`src/rtl/core/sbcd_pkg.sv`:
```
// ----------------------------------------------------------------------------
// sbcd_pkg
// Types, codes and segment table shared by the BCD counter with error flash.
// ----------------------------------------------------------------------------
`default_nettype none

package sbcd_pkg;

   localparam logic [1:0] PHASE_NONE = 2'd0;
   localparam logic [1:0] PHASE_ON   = 2'd1;
   localparam logic [1:0] PHASE_OFF  = 2'd2;

   localparam logic [1:0] BEEP_NONE = 2'd0;
   localparam logic [1:0] BEEP_INC  = 2'd1;
   localparam logic [1:0] BEEP_DEC  = 2'd2;
   localparam logic [1:0] BEEP_ERR  = 2'd3;

   localparam logic [7:0] SEG_MID_BAR = 8'hF7;
   localparam logic [7:0] SEG_BLANK   = 8'hFF;

   localparam logic       OP_TICK   = 1'b0;
   localparam logic       OP_BUTTON = 1'b1;

   localparam logic [0:0] CSR_FLASH_PERIOD = 1'd0;
   localparam logic [0:0] CSR_FLASH_COUNT  = 1'd1;

   localparam logic [9:0] FLASH_PERIOD_RESET = 10'd100;
   localparam logic [3:0] FLASH_COUNT_RESET  = 4'd3;

   localparam logic [3:0] DIGIT_MAX = 4'd9;

   typedef struct packed {
      logic       operation;
      logic [3:0] buttons;
   } sbcd_req_type;

   typedef struct packed {
      logic [7:0] seg_left;
      logic [7:0] seg_right;
      logic [1:0] beep;
      logic       flashing;
      logic [3:0] units_value;
      logic [3:0] tenths_value;
   } sbcd_rsp_type;

   typedef struct packed {
      logic [9:0] flash_period;
      logic [3:0] flash_count;
   } sbcd_cfg_type;

   function automatic logic [7:0] seg_code(input logic [3:0] digit);
      logic [7:0] code;
      case (digit)
         4'd0:    code = 8'h08;
         4'd1:    code = 8'h6B;
         4'd2:    code = 8'h44;
         4'd3:    code = 8'h41;
         4'd4:    code = 8'h23;
         4'd5:    code = 8'h11;
         4'd6:    code = 8'h10;
         4'd7:    code = 8'h4B;
         4'd8:    code = 8'h00;
         4'd9:    code = 8'h03;
         default: code = SEG_BLANK;
      endcase
      return code;
   endfunction

endpackage

`default_nettype wire

```
`src/rtl/core/saturating_bcd_counter_error_flash.sv`:
```
// ----------------------------------------------------------------------------
// saturating_bcd_counter_error_flash
// Two-digit 0.0 to 9.9 counter driven by ticks and button edges, with an
// error flash on out-of-range steps and seven-segment outputs.
// ----------------------------------------------------------------------------
// Takes one item per clock cycle while results are taken, and returns exactly
// one result per item. The item is first held in the input register; the
// state update and the result register load then happen together at the same
// edge, and rsp_valid rises as the result register loads. A full result
// register that is not taken stalls both. The state update touches the digit
// and flash registers once per item. The user must write csr_data only while
// the block is idle; the block itself does not enforce it. flash_period is
// used from bits [9:0] and flash_count from bits [3:0].
`default_nettype none

module saturating_bcd_counter_error_flash (
   input  wire logic                 clock,
   input  wire logic                 reset,
   input  wire logic                 req_valid,
   output logic                      req_ready,
   input  wire sbcd_pkg::sbcd_req_type req_data,
   output logic                      rsp_valid,
   input  wire logic                 rsp_ready,
   output sbcd_pkg::sbcd_rsp_type    rsp_data,
   input  wire logic                 csr_write_enable,
   input  wire logic [0:0]           csr_index,
   input  wire logic [9:0]           csr_data
);
   import sbcd_pkg::*;

   sbcd_cfg_type cfg_ff;
   logic         item_valid_ff;
   sbcd_req_type item_ff;
   logic         load_ok;
   logic         step_en;
   sbcd_rsp_type result;

   assign step_en   = item_valid_ff && load_ok;
   assign req_ready = !item_valid_ff || load_ok;

   always_ff @(posedge clock) begin
      if (reset) begin
         cfg_ff.flash_period <= FLASH_PERIOD_RESET;
         cfg_ff.flash_count  <= FLASH_COUNT_RESET;
      end else if (csr_write_enable) begin
         case (csr_index)
            CSR_FLASH_PERIOD: cfg_ff.flash_period <= csr_data;
            CSR_FLASH_COUNT:  cfg_ff.flash_count  <= csr_data[3:0];
            default:          cfg_ff <= cfg_ff;
         endcase
      end
   end

   // hold the item until the result register can take it
   always_ff @(posedge clock) begin
      if (reset) begin
         item_valid_ff <= 1'b0;
      end else if (req_ready) begin
         item_valid_ff <= req_valid;
      end
   end

   always_ff @(posedge clock) begin
      if (req_ready && req_valid) begin
         item_ff <= req_data;
      end
   end

   sbcd_core u_core (
      .clock   (clock),
      .reset   (reset),
      .step_en (step_en),
      .item    (item_ff),
      .cfg     (cfg_ff),
      .result  (result)
   );

   sbcd_out_reg u_out_reg (
      .clock      (clock),
      .reset      (reset),
      .load_valid (item_valid_ff),
      .load_data  (result),
      .load_ok    (load_ok),
      .rsp_valid  (rsp_valid),
      .rsp_ready  (rsp_ready),
      .rsp_data   (rsp_data)
   );

endmodule

`default_nettype wire

```
`src/rtl/core/sbcd_core.sv`:
```
// ----------------------------------------------------------------------------
// sbcd_core
// Digit and flash state with the per-item update and result formation.
// ----------------------------------------------------------------------------
`default_nettype none

module sbcd_core (
   input  wire logic                 clock,
   input  wire logic                 reset,
   input  wire logic                 step_en,
   input  wire sbcd_pkg::sbcd_req_type item,
   input  wire sbcd_pkg::sbcd_cfg_type cfg,
   output sbcd_pkg::sbcd_rsp_type    result
);
   import sbcd_pkg::*;

   logic [3:0] units_ff, units_in;
   logic [3:0] tenths_ff, tenths_in;
   logic [1:0] phase_ff, phase_in;
   logic [9:0] ticks_ff, ticks_in;
   logic [3:0] rounds_ff, rounds_in;
   logic [1:0] beep;
   logic       running;
   logic       running_next;
   logic       start_flash;

   always_comb begin
      units_in    = units_ff;
      tenths_in   = tenths_ff;
      phase_in    = phase_ff;
      ticks_in    = ticks_ff;
      rounds_in   = rounds_ff;
      beep        = BEEP_NONE;
      start_flash = 1'b0;
      running     = (phase_ff == PHASE_ON) || (phase_ff == PHASE_OFF);

      if (item.operation == OP_TICK) begin
         if (!running) begin
            phase_in = PHASE_NONE;
         end else if (ticks_ff > 10'd1) begin
            ticks_in = ticks_ff - 10'd1;
         end else if (phase_ff == PHASE_ON) begin
            phase_in = PHASE_OFF;
            ticks_in = cfg.flash_period;
         end else begin
            rounds_in = rounds_ff + 4'd1;
            if (rounds_in >= cfg.flash_count || rounds_in == 4'd0) begin
               phase_in = PHASE_NONE;
               ticks_in = '0;
            end else begin
               phase_in = PHASE_ON;
               ticks_in = cfg.flash_period;
               beep     = BEEP_ERR;
            end
         end
      end else if (!running) begin
         if (item.buttons[0]) begin
            if (units_ff < DIGIT_MAX) begin
               units_in = units_ff + 4'd1;
               beep     = BEEP_INC;
            end else begin
               start_flash = 1'b1;
            end
         end else if (item.buttons[1]) begin
            if (units_ff != 4'd0) begin
               units_in = units_ff - 4'd1;
               beep     = BEEP_DEC;
            end else begin
               start_flash = 1'b1;
            end
         end else if (item.buttons[2]) begin
            if (units_ff == DIGIT_MAX && tenths_ff == DIGIT_MAX) begin
               start_flash = 1'b1;
            end else begin
               beep = BEEP_INC;
               if (tenths_ff >= DIGIT_MAX) begin
                  tenths_in = '0;
                  if (units_ff < DIGIT_MAX) begin
                     units_in = units_ff + 4'd1;
                  end
               end else begin
                  tenths_in = tenths_ff + 4'd1;
               end
            end
         end else if (item.buttons[3]) begin
            if (units_ff == 4'd0 && tenths_ff == 4'd0) begin
               start_flash = 1'b1;
            end else begin
               beep = BEEP_DEC;
               if (tenths_ff == 4'd0) begin
                  tenths_in = DIGIT_MAX;
                  if (units_ff != 4'd0) begin
                     units_in = units_ff - 4'd1;
                  end
               end else begin
                  tenths_in = tenths_ff - 4'd1;
               end
            end
         end
         if (start_flash) begin
            phase_in  = PHASE_ON;
            ticks_in  = cfg.flash_period;
            rounds_in = '0;
            beep      = BEEP_ERR;
         end
      end

      running_next = (phase_in == PHASE_ON) || (phase_in == PHASE_OFF);
      result.beep         = beep;
      result.flashing     = running_next;
      result.units_value  = units_in;
      result.tenths_value = tenths_in;
      if (phase_in == PHASE_ON) begin
         result.seg_left  = SEG_MID_BAR;
         result.seg_right = SEG_MID_BAR;
      end else if (phase_in == PHASE_OFF) begin
         result.seg_left  = SEG_BLANK;
         result.seg_right = SEG_BLANK;
      end else begin
         result.seg_left  = seg_code(units_in);
         result.seg_right = seg_code(tenths_in);
      end
   end

   always_ff @(posedge clock) begin
      if (reset) begin
         units_ff  <= '0;
         tenths_ff <= '0;
         phase_ff  <= PHASE_NONE;
         ticks_ff  <= '0;
         rounds_ff <= '0;
      end else if (step_en) begin
         units_ff  <= units_in;
         tenths_ff <= tenths_in;
         phase_ff  <= phase_in;
         ticks_ff  <= ticks_in;
         rounds_ff <= rounds_in;
      end
   end

endmodule

`default_nettype wire

```
`src/rtl/core/sbcd_out_reg.sv`:
```
// ----------------------------------------------------------------------------
// sbcd_out_reg
// Result register with valid and ready towards the consumer.
// ----------------------------------------------------------------------------
`default_nettype none

module sbcd_out_reg (
   input  wire logic                 clock,
   input  wire logic                 reset,
   input  wire logic                 load_valid,
   input  wire sbcd_pkg::sbcd_rsp_type load_data,
   output logic                      load_ok,
   output logic                      rsp_valid,
   input  wire logic                 rsp_ready,
   output sbcd_pkg::sbcd_rsp_type    rsp_data
);
   import sbcd_pkg::*;

   logic         valid_ff;
   sbcd_rsp_type data_ff;

   assign load_ok   = !valid_ff || rsp_ready;
   assign rsp_valid = valid_ff;
   assign rsp_data  = data_ff;

   always_ff @(posedge clock) begin
      if (reset) begin
         valid_ff <= 1'b0;
      end else if (load_ok) begin
         valid_ff <= load_valid;
      end
   end

   always_ff @(posedge clock) begin
      if (load_ok && load_valid) begin
         data_ff <= load_data;
      end
   end

endmodule

`default_nettype wire

```
`config.mk`:
```
export PLATFORM = sky130hd
export DESIGN_NAME = saturating_bcd_counter_error_flash
export DESIGN_NICKNAME = d
export VERILOG_FILES = /design/src/rtl/core/sbcd_pkg.sv /design/src/rtl/core/saturating_bcd_counter_error_flash.sv /design/src/rtl/core/sbcd_core.sv /design/src/rtl/core/sbcd_out_reg.sv
export SDC_FILE = /design/constraint.sdc
export NUM_CORES = 1
export LEC_CHECK = 0
export BUFFER_PORTS_ARGS = -buffer_cell sky130_fd_sc_hd__clkbuf_2
export CAP_MARGIN = 20
export CORE_ASPECT_RATIO = 1.4
export CORE_MARGIN = 1
export CORE_UTILIZATION = 45
export DETAILED_ROUTE_END_ITERATION = 10
export GPL_ROUTABILITY_DRIVEN = 0
export PLACE_DENSITY = 0.66
export SLEW_MARGIN = 20
export SYNTH_ARGS = -nofsm -noshare
export SYNTH_HDL_FRONTEND = slang
export SYNTH_SLANG_ARGS = --single-unit
```
`constraint.sdc`:
```
create_clock -name clock -period 3.45 [get_ports clock]
set_input_delay 0.69 -clock clock [delete_from_list [all_inputs] [get_ports clock]]
set_output_delay 0.69 -clock clock [all_outputs]
set_load 0.03 [all_outputs]
```
==> results.md, run 1 <==
- Run status: complete, no violations
- Critical Path RT: around 3500 ps
- Setup violations, final: 0
- Num rows: 42
- Mapped Nets: 546
- Unrepaired setup endpoints after global routing: no
- CORE AREA: around 9600 um^2
- Reg2Reg Capture Point: u_out_reg.rsp_data[12]$_SDFFCE_PP1P_
- Cell Area, Synth: between 4000 and 5000 um^2
- Initial Utilization: a little under half
- Path depth of the worst reg2reg path: 12
- Placed Instance Area: just under 5000 um^2
- Asr flop ratio synth: 0%
- Worst Path Max Fanout: 9
- Multi-input logic area: roughly 2500 um^2
- Achievable Freq: ~0.32 GHz
- P_int: between 1500 and 2000 uW
- LEAKAGE: 0.00203 uW
- Slew Viols, Final: 0
- Switch Pwr: 734 uW
- Register area: between 1500 and 2000 um^2
- Reg2Reg Launch Point: u_core.rounds_ff[0]$_SDFFE_PP0P_
- Final period util: approximately 90%
- Hold Path Origin: cfg_ff[12]$_SDFFE_PP0P_
- Total CTS buffers: 9
- H-tree depth: 3
- Placed Cells incl. Taps: about 660
- FF-to-FF setup slack: around 340 ps
- Mapped Avg Cell Area: around 9.0 um^2
- Antenna violations before repair: 0
- Setup_tns: 0 ps
- Min Tclk post-route: approximately 3100 ps
- EDFF count, synth: 32
- Nets: 586
- Startpoint Class: flop
- Setup bufs post-CTS: 0
- Clock Sinks: about 70
- Final HPWL DP: 7540 um
- Net Sw Frac: approximately 30%
- Final ANT Viol Nets: 0
- DRC violations left: 0
- Crit. End Element: flop
- Distinct cells, synth: 85
- First-pass iteration count of the detailed router: 4
- Clk pin slew, worst setup/hold paths: around 60 ps
- Max cap viols: 0
- Aggregate global-route resource usage: between 20% and 30%
- Final WS setup: roughly 340 ps
- Global route overflow: 0
- Seq/Total Area, Yosys: around two fifths
- Worst slew pin tran: approximately 850 ps
- Cells after Synth: 500
- Wirelength per Cell: 15.2 um
- Buffer depth of the longest clock path: 2
- DRT iter0 DRCs: between 300 and 400
- Area grow syn2layout: 14.1%
- Fin cells: approximately 680
- Hold Crit Depth: 2
- Vias per inst: 5.70
- Clock share of power: 38.1%
- Post-route cell area: roughly 5000 um^2
- Die Wd: between 80 and 90 um
- First-pass GRT wire length: about 18,000 um
- Full die area: approximately 10,000 um^2
- Slew margin rel.: approximately 44%
- Worst min-delay path class: flop to flop
- Root Driver: clkbuf_16
- CTS tree: done
- DP Worst Slack: between 100 and 150 ps
- Vias post-DR: 3,858
- I/O pins: 50
- I/O Buffers: slightly below 50
- Yosys warns: 0
- DRT Wirelength: ~10,000 um
- Clock latency on the worst-skew pair: about 340 ps
- Fin. Hold Viols: 0
- Max IR drop VDD: about 0.00040 V
- Fillers: between 800 and 900
- Pin count of the biggest net entering global routing: 33
- Vias in the first global route: between 3,000 and 4,000
- #FFs+latches synth: between 70 and 80
- Combinational cell fraction of total power: between 20% and 30%
- Seq pwr share: approximately two fifths
- Die height: roughly 120 um
- Clk_skew: slightly above 6 ps
- Critical path class: flop to flop
- N_diodes: 0
- Predominant post-synthesis flop cell: dfxtp_1
- Share of cells above drive strength 1: 19.8%
- Hold endpoint: cfg_ff[12]$_SDFFE_PP0P_
- PD cells: around 480 nW/um^2
- Worst path arrival time: 3190 ps
-- metrics by stage --
stage	hold slack, ps	power (uW)	utilization [%]
after detailed placement	442	1520	50.4
after global placement	443	1510	50.4
after CTS	460	2450	53.5
after global routing	486	2560	53.5
final	457	2430	53.5
after floorplan	426	1400	-
-- repair_timing --
| action | in CTS | in global routing |
|---|---|---|
| hold endpoints to repair | 0 | 0 |
| hold buffers | 0 | 0 |
| gates resized for setup | 0 | 2 |
| endpoints found under the setup margin | 0 | 9 |
-- critical path, cell delays in order (launching register included) --
cell	delay, ps
dfxtp_1	340
ha_1	320
ha_1	280
a21oi_1	210
a211oi_1	80
a311oi_1	330
nor3b_2	270
a31oi_1	110
and2_1	190
ha_2	400
inv_1	70
nor2_1	160
a32oi_1	90
-- layout make-up --
cell class                      instances  share of cell area, %
Clock buffer                            9                   4.40
Clock inverter                          7                   1.37
Inverter                               27                   2.08
Multi-Input combinational cell        372                   48.4
Sequential cell                        72                   34.4
Tap cell                              132                   3.23
Timing Repair Buffer                   58                   6.11
-- worst max-delay path by stage --
stage / cells past startpoint / start / to
after floorplan: 13 / u_core.units_ff[0]$_SDFFE_PP0P_ / u_out_reg.rsp_data[25]$_SDFFCE_PP1P_
after global placement: 12 / u_core.rounds_ff[0]$_SDFFE_PP0P_ / u_out_reg.rsp_data[12]$_SDFFCE_PP1P_
after detailed placement: 12 / u_core.rounds_ff[0]$_SDFFE_PP0P_ / u_out_reg.rsp_data[12]$_SDFFCE_PP1P_
after CTS: 12 / u_core.rounds_ff[0]$_SDFFE_PP0P_ / u_out_reg.rsp_data[12]$_SDFFCE_PP1P_
after global routing: 12 / u_core.rounds_ff[0]$_SDFFE_PP0P_ / u_out_reg.rsp_data[12]$_SDFFCE_PP1P_
final: 12 / u_core.rounds_ff[0]$_SDFFE_PP0P_ / u_out_reg.rsp_data[12]$_SDFFCE_PP1P_
-- kinds of logic (layout without fill, tap and decap cells) --
kind of cell             count (synthesis)  in the layout  share of synthesized area, %
AO/OA/AOI/OAI                          146            146                          23.8
XOR/XNOR                                 8              8                          1.56
adder cells (fa/ha/maj)                 25             25                          6.97
buffers and inverters                   56            101                          5.66
flip-flops                              72             72                          39.3
multiplexers                             4              4                          1.06
AND/OR/NAND/NOR                        189            189                          21.7
-- sequential cells by signal (all words and copies together), names as in the netlist --
name                 count
u_core.ticks_ff         10
item_valid_ff            1
u_out_reg.rsp_data      27
u_core.units_ff          4
u_core.rounds_ff         4
cfg_ff                  14
u_core.phase_ff          2
u_core.tenths_ff         4
item_ff                  5
u_out_reg.rsp_valid      1
-- cell usage after synthesis, drive strengths merged, types with 2 or more instances --
library cell / n / area, um^2
a32oi: 4 / 35.0
and3: 2 / 12.5
dfxtp: 40 / 801
a41oi: 2 / 25.0
edfxtp: 32 / 961
nand2: 56 / 213
or3b: 3 / 28.8
o31ai: 4 / 48.8
xnor2: 5 / 43.8
xor2: 3 / 26.3
nor4: 3 / 18.8
o311ai: 2 / 17.5
inv: 26 / 97.6
nand3: 20 / 100
o211ai: 6 / 50.1
buf: 16 / 98.8
o21a: 4 / 37.5
clkbuf: 13 / 48.8
a221oi: 3 / 38.8
a211oi: 15 / 123
a31oi: 6 / 43.8
mux2: 3 / 37.5
or4: 2 / 15.0
nor3: 16 / 90.1
and2: 4 / 25.0
nand4b: 3 / 26.3
o22ai: 3 / 25.0
o2bb2ai: 3 / 26.3
o21ai: 27 / 135
nor2: 46 / 180
or2: 2 / 12.5
a211o: 2 / 17.5
a311oi: 5 / 43.8
nor3b: 6 / 55.1
a21o: 4 / 30.0
a21oi: 44 / 235
nand4: 7 / 43.8
nand2b: 6 / 40.0
ha: 25 / 313
nor2b: 7 / 43.8
-- power by group through the flow --
stage	sequential [uW]	combinational (uW)	clock, uW
final	991	516	928
after detailed placement	1010	512	0
after CTS	991	516	947
after global routing	997	574	985
after floorplan	1040	359	0
after global placement	1010	503	0
-- cells in the final DEF (no fill, tap or decap), drive strengths merged, types with 4 or more instances in the layout --
master  synthesis  final
a21o            4      4
nand2b          6      6
ha             25     25
clkbuf         13     58
a21oi          44     44
nor3           16     16
nand4           7      7
xnor2           5      5
nor2           46     46
o211ai          6      6
dfxtp          40     40
a31oi           6      6
o21ai          27     27
a32oi           4      4
nor3b           6      6
nand2          56     56
inv            26     28
o31ai           4      4
nand3          20     20
edfxtp         32     32
a311oi          5      5
o21a            4      4
and2            4      4
a211oi         15     15
buf            16      9
nor2b           7      7
-- per-layer routing --
metal / track usage, % / part of all wire, % / vias up
met3: 4.95 / 4.1 / 20
li1: - / - / 1913
met1: 23.8 / 40 / 1832
met5: 0 / 0 / -
met4: 10.0 / 2.4 / 0
met2: 39.4 / 53 / 93
No activity file was read; power rests on OpenSTA's default activity.
==> run 2: changes to the inputs <==
--- a/config.mk
+++ b/config.mk
@@ -7,12 +7,14 @@
 export LEC_CHECK = 0
 export BUFFER_PORTS_ARGS = -buffer_cell sky130_fd_sc_hd__clkbuf_2
 export CAP_MARGIN = 20
+export CELL_PAD_IN_SITES_DETAIL_PLACEMENT = 0
+export CELL_PAD_IN_SITES_GLOBAL_PLACEMENT = 1
 export CORE_ASPECT_RATIO = 1.4
 export CORE_MARGIN = 1
 export CORE_UTILIZATION = 45
 export DETAILED_ROUTE_END_ITERATION = 10
 export GPL_ROUTABILITY_DRIVEN = 0
-export PLACE_DENSITY = 0.66
+export PLACE_DENSITY = 0.82
 export SLEW_MARGIN = 20
 export SYNTH_ARGS = -nofsm -noshare
 export SYNTH_HDL_FRONTEND = slang
==> results.md, run 2 (synthesis results as in run 1) <==
- Vias per inst: 5.66 (-0.66%)
- Most frequent cells in the layout: nand2_1 (55), clkbuf_2 (49), nor2_1 (45)
- Achievable Freq: 0.315 GHz (-1.9%)
- Min Tclk post-route: 3170 ps (+61.3 ps)
- First-pass iteration count of the detailed router: 4 (unchanged)
- Clock Sinks: 72 (unchanged)
- Initial Utilization: 46.9% (unchanged)
- Worst Path Max Fanout: 6 (-3)
- First-pass GRT wire length: 17,300 um (-2.6%)
- Setup violations, final: 0 (unchanged)
- CP bufs+invs: 1 (unchanged)
- DRT iter0 DRCs: 236 (-31%)
- DRT Wirelength: 10,500 um (+1.9%)
- Vias in the first global route: 3,621 (-3.3%)
- LEAKAGE: 0.00205 uW (+1.3%)
- Cell family contributing the most delay on the critical path: adder cells
- Hold Path Origin: cfg_ff[7]$_SDFFE_PP0P_
- Num rows: 42 (unchanged)
- Worst path arrival time: 3260 ps (+70 ps)
- Total CTS buffers: 9 (unchanged)
- Post-CTS Resized: 0 (unchanged)
- Die Wd: 86.4 um (unchanged)
- Vias post-DR: 3,844 (-0.36%)
- I/O Buffers: 49 (unchanged)
- Max IR drop VDD: 0.000320 V (-21%)
- Final HPWL DP: 7690 um (+1.9%)
- DRC violations left: 0 (unchanged)
- Worst slew pin tran: 848 ps (+1.77 ps)
- Fillers: 916 (+1.9%)
- Max cap viols: 0 (unchanged)
- Buffer depth of the longest clock path: 2 (unchanged)
- Crit-path cells: ha_1 -> ha_1 -> a21oi_1 -> a211oi_1 -> a311oi_1 -> nor3b_2 -> a31oi_1 -> and2_1 -> ha_1 -> inv_1 -> nor2_1 -> a32oi_1
- CTS Hold Buffers Added: 0 (unchanged)
- CTS tree: done
- Fin cells: 679 (+0.30%)
- N_diodes: 0 (unchanged)
- Nets: 588 (+0.34%)
- Slew margin rel.: 43.5% (-0.12 points)
- Final period util: 92.0% (+1.8 points)
- Share of cells above drive strength 1: 19.9% (+0.11 points)
- Wirelength per Cell: 15.5 um (+1.6%)
- Commonest non-fill, non-tap cell in the layout: nand2_1
- Worst min-delay path class: flop to flop
- Clk_skew: 7.11 ps (+0.923 ps)
- Global route overflow: 0 (unchanged)
- Slew Viols, Final: 0 (unchanged)
- Crit. End Element: flop
- FF-to-FF setup slack: 280 ps (-60 ps)
- Critical Path RT: 3530 ps (about the same)
- Die height: 120 um (unchanged)
- Run status: complete, no violations
- Startpoint Class: flop
- Unrepaired setup endpoints after global routing: no
- Slowest Stage Delay on Critical Path: 390 ps (about the same)
- Clock latency on the worst-skew pair: 340 ps (about the same)
- Pin count of the biggest net entering global routing: 31 (-6.1%)
- Worst path slowest cell: ha_1
- Setup bufs post-CTS: 0 (unchanged)
- Area grow syn2layout: 15.1%
- Placed Cells incl. Taps: 663 (+0.30%)
- Reg2Reg Launch Point: u_core.rounds_ff[0]$_SDFFE_PP0P_
- Fin. Hold Viols: 0 (unchanged)
- I/O pins: 50 (unchanged)
- Root Driver: clkbuf_16
- H-tree depth: 3 (unchanged)
- Aggregate global-route resource usage: 21.4% (-0.42 points)
- Setup_tns: 0 ps (unchanged)
- Critical path class: flop to flop
- Clk pin slew, worst setup/hold paths: 60 ps (about the same)
- CP dominant cell by count: ha_1
- Final ANT Viol Nets: 0 (unchanged)
- Max reg flops: 27 (unchanged)
- Start point of the critical path: u_core.rounds_ff[0]$_SDFFE_PP0P_
- Antenna violations before repair: 0 (unchanged)
- PD cells: 491 nW/um^2 (+3.3%)
- Full die area: 10,400 um^2 (unchanged)
- CORE AREA: 9560 um^2 (unchanged)
[run 2: cell count changes in the layout (fill, tap and decap cells not counted), sizes merged]
cell / change
buf: +2
bufinv: +1
inv: +1
clkinv: -1
clkinvlp: -1
[run 2: tightest hold or removal path, delay by kind of cell (launching register included)]
kind	cells	cell delay, ps
flip-flops	1	310
AND/OR/NAND/NOR	1	50
AO/OA/AOI/OAI	1	50
[run 2: per-stage QoR]
step                      hold WS (ps)  util, %  area, um^2  total power, uW  setup WS, ps
after floorplan                    426        -        4490             1400           494
after global placement             445     50.5        4830             1520           347
after detailed placement           448     50.5        4830             1530           165
after CTS                          456     54.0        5160             2550           141
after global routing               470     54.0        5170             2650          66.2
final                              455     54.0        5170             2540           276
[run 2: worst paths after layout]
| check | to | cells after the start |
|---|---|---|
| max | u_out_reg.rsp_data[11]$_SDFFCE_PP1P_ | 12 |
| min reg2reg | cfg_ff[7]$_SDFFE_PP0P_ | 2 |
| max reg2reg | u_out_reg.rsp_data[11]$_SDFFCE_PP1P_ | 12 |
| min | cfg_ff[7]$_SDFFE_PP0P_ | 2 |
[run 2: layout make-up]
class,count,area [um^2],share of cell area (%)
clock inverters,7,103,1.99
well taps,132,165,3.20
inverters,27,106,2.06
flip-flops and latches,72,1760,34.1
multi-input cells,372,2480,48.0
repair buffers,60,328,6.35
clock buffers,9,225,4.36
[run 2: where the power goes]
part	leakage (uW)	switching [uW]	internal [uW]
Sequential	0.000632	35.5	953
Clock	0.000157	386	642
Combinational	0.00126	332	190
[run 2: per-layer routing]
| layer | vias up | track usage, % | share of wire, % |
|---|---|---|---|
| li1 | 1924 | - | - |
| met1 | 1814 | 23.9 | 41 |
| met2 | 86 | 38.3 | 53 |
| met3 | 20 | 4.06 | 3.4 |
| met4 | 0 | 10.3 | 2.8 |
| met5 | - | 0 | 0 |
==> run 3: changes to the inputs <==
==> constraint.sdc (replaced) <==
create_clock -name clock -period 3.8 [get_ports clock]
set_input_delay 0.76 -clock clock [delete_from_list [all_inputs] [get_ports clock]]
set_output_delay 0.76 -clock clock [all_outputs]
set_load 0.03 [all_outputs]
==> results.md, run 3 (synthesis results as in run 1) <==
- P_int: 1540 uW (-14%)
- Max cap viols: 0 (unchanged)
- Clock Sinks: 72 (unchanged)
- Worst slew pin tran: 831 ps (-17.5 ps)
- Pin count of the biggest net entering global routing: 31 (unchanged)
- Unrepaired setup endpoints after global routing: no
- Post-CTS Resized: 0 (unchanged)
- Vias in the first global route: 3,739 (+3.3%)
- Max reg flops: 27 (unchanged)
- Worst min-delay path class: flop to flop
- Vias post-DR: 3,841 (-0.078%)
- Most frequent cells in the layout: nand2_1 (55), clkbuf_2 (49), nor2_1 (45)
- Global route overflow: 0 (unchanged)
- H-tree depth: 3 (unchanged)
- Max IR drop VDD: 0.000289 V (-9.5%)
- Buffer depth of the longest clock path: 2 (unchanged)
- Wirelength per Cell: 15.6 um (+1.2%)
- Clock latency on the worst-skew pair: 340 ps (about the same)
- Seq pwr share: 41.2% (+2.2 points)
- Vias per inst: 5.70 (+0.66%)
- First-pass iteration count of the detailed router: 8 (+4)
- Num rows: 42 (unchanged)
- Placed Cells incl. Taps: 658 (-0.75%)
- Reg2Reg Capture Point: u_out_reg.rsp_data[12]$_SDFFCE_PP1P_
- Die height: 120 um (unchanged)
- Setup_tns: 0 ps (unchanged)
- DP Worst Slack: 505 ps (+340 ps)
- Fin. Hold Viols: 0 (unchanged)
- Worst path arrival time: 3420 ps (+160 ps)
- DRT Wirelength: 10,500 um (+0.42%)
- Min Tclk post-route: 3360 ps (+182 ps)
- PD cells: 433 nW/um^2 (-12%)
- Share of cells above drive strength 1: 18.6% (-1.3 points)
- Path depth of the worst reg2reg path: 12 (unchanged)
- Crit. End Element: flop
- Hold endpoint: u_core.ticks_ff[6]$_SDFFE_PP0P_
- Critical path class: flop to flop
- Startpoint Class: flop
- CTS Hold Buffers Added: 0 (unchanged)
- Antenna violations before repair: 0 (unchanged)
- Worst Path Max Fanout: 10 (+4)
- Aggregate global-route resource usage: 21.5% (+0.10 points)
- Clk_skew: 6.09 ps (-1.02 ps)
- Final WS setup: 444 ps (+168 ps)
- I/O pins: 50 (unchanged)
- Hold Crit Depth: 1 (-1)
- Nets: 583 (-0.85%)
- DRC violations left: 0 (unchanged)
- Total CTS buffers: 9 (unchanged)
- DRT iter0 DRCs: 338 (+43%)
- Hold Path Origin: cfg_ff[10]$_SDFFE_PP1P_
- Placed Instance Area: 4800 um^2 (-0.78%)
- Root Driver: clkbuf_16
- Final period util: 88.3% (-3.7 points)
- Setup bufs post-CTS: 0 (unchanged)
- Critical Path RT: 3870 ps (+340 ps)
- FF-to-FF setup slack: 440 ps (+170 ps)
- Post-route cell area: 5090 um^2 (-1.5%)
- Reg2Reg Launch Point: u_core.rounds_ff[0]$_SDFFE_PP0P_
- Fin cells: 674 (-0.74%)
- CORE AREA: 9560 um^2 (unchanged)
- Area grow syn2layout: 13.4%
- CTS tree: done
- I/O Buffers: 49 (unchanged)
- Die Wd: 86.4 um (unchanged)
- Fillers: 915 (-0.11%)
- LEAKAGE: 0.00201 uW (-2.3%)
- N_diodes: 0 (unchanged)
- Final ANT Viol Nets: 0 (unchanged)
- Slew margin rel.: 44.6% (+1.2 points)
- Switch Pwr: 664 uW (-12%)
- First-pass GRT wire length: 17,500 um (+1.3%)
- Final HPWL DP: 7600 um (-1.2%)
- Achievable Freq: 0.298 GHz (-5.4%)
- Setup violations, final: 0 (unchanged)
- Combinational cell fraction of total power: 20.8% (+0.2 points)
- Clock share of power: 38.0% (-2.5 points)
- Clk pin slew, worst setup/hold paths: 60 ps (about the same)
- Run status: complete, no violations
- Net Sw Frac: 30.1% (+0.46 points)
- Initial Utilization: 46.9% (unchanged)
- Commonest non-fill, non-tap cell in the layout: nand2_1
- Slew Viols, Final: 0 (unchanged)
- Full die area: 10,400 um^2 (unchanged)
run 3: area by class of cell:
class	instances	area (um^2)	area share [%]
Tap cell	132	165	3.24
Timing Repair Buffer	55	290	5.70
Sequential cell	72	1760	34.6
Inverter	27	106	2.09
Clock buffer	9	225	4.42
Clock inverter	7	70.1	1.38
Multi-Input combinational cell	372	2470	48.6
run 3: worst max-delay path by stage:
| stage | from | end | slack [ps] | cells past startpoint |
|---|---|---|---|---|
| 5_1_grt | u_core.rounds_ff[0]$_SDFFE_PP0P_ | u_out_reg.rsp_data[12]$_SDFFCE_PP1P_ | 210 | 12 |
| 6_report | u_core.rounds_ff[0]$_SDFFE_PP0P_ | u_out_reg.rsp_data[12]$_SDFFCE_PP1P_ | 440 | 12 |
| 4_1_cts | u_core.rounds_ff[0]$_SDFFE_PP0P_ | u_out_reg.rsp_data[12]$_SDFFCE_PP1P_ | 470 | 12 |
| 3_3_place_gp | u_core.rounds_ff[0]$_SDFFE_PP0P_ | u_out_reg.rsp_data[12]$_SDFFCE_PP1P_ | 580 | 12 |
| 2_1_floorplan | u_core.units_ff[0]$_SDFFE_PP0P_ | u_out_reg.rsp_data[25]$_SDFFCE_PP1P_ | 840 | 13 |
| 3_5_place_dp | u_core.rounds_ff[0]$_SDFFE_PP0P_ | u_out_reg.rsp_data[12]$_SDFFCE_PP1P_ | 500 | 12 |
run 3: stage by stage:
stage          hold slack [ps]  util, %  power (uW)
2_1_floorplan              426        -        1270
3_3_place_gp               443     50.1        1370
3_5_place_dp               432     50.1        1380
4_1_cts                    451     53.2        2220
5_1_grt                    470     53.2        2300
6_report                   453     53.2        2200
run 3: critical path: stages, from the launching register on:
cell and delay (ps):
dfxtp_1 340, ha_1 320, ha_1 280, a21oi_1 210, a211oi_1 80, a311oi_1 370, nor3b_1 350, a31oi_1 130
and2_1 190, ha_1 460, inv_1 100, nor2_1 160, a32oi_1 70
run 3: power groups by stage:
stage                     clock network (uW)  registers, uW  logic, uW
after floorplan                            0            946        326
after global placement                     0            923        449
after detailed placement                   0            924        457
after CTS                                853            907        460
after global routing                     878            913        509
final                                    836            907        459
run 3: metal layers:
layer	track usage, %	share of wire, %	wire [um]	vias to the layer above
met5	0	0	0	-
met2	39.2	53	5540	94
met3	2.75	2.6	275	27
li1	-	-	-	1910
met1	23.8	42	4420	1810
met4	11.4	2.9	301	0
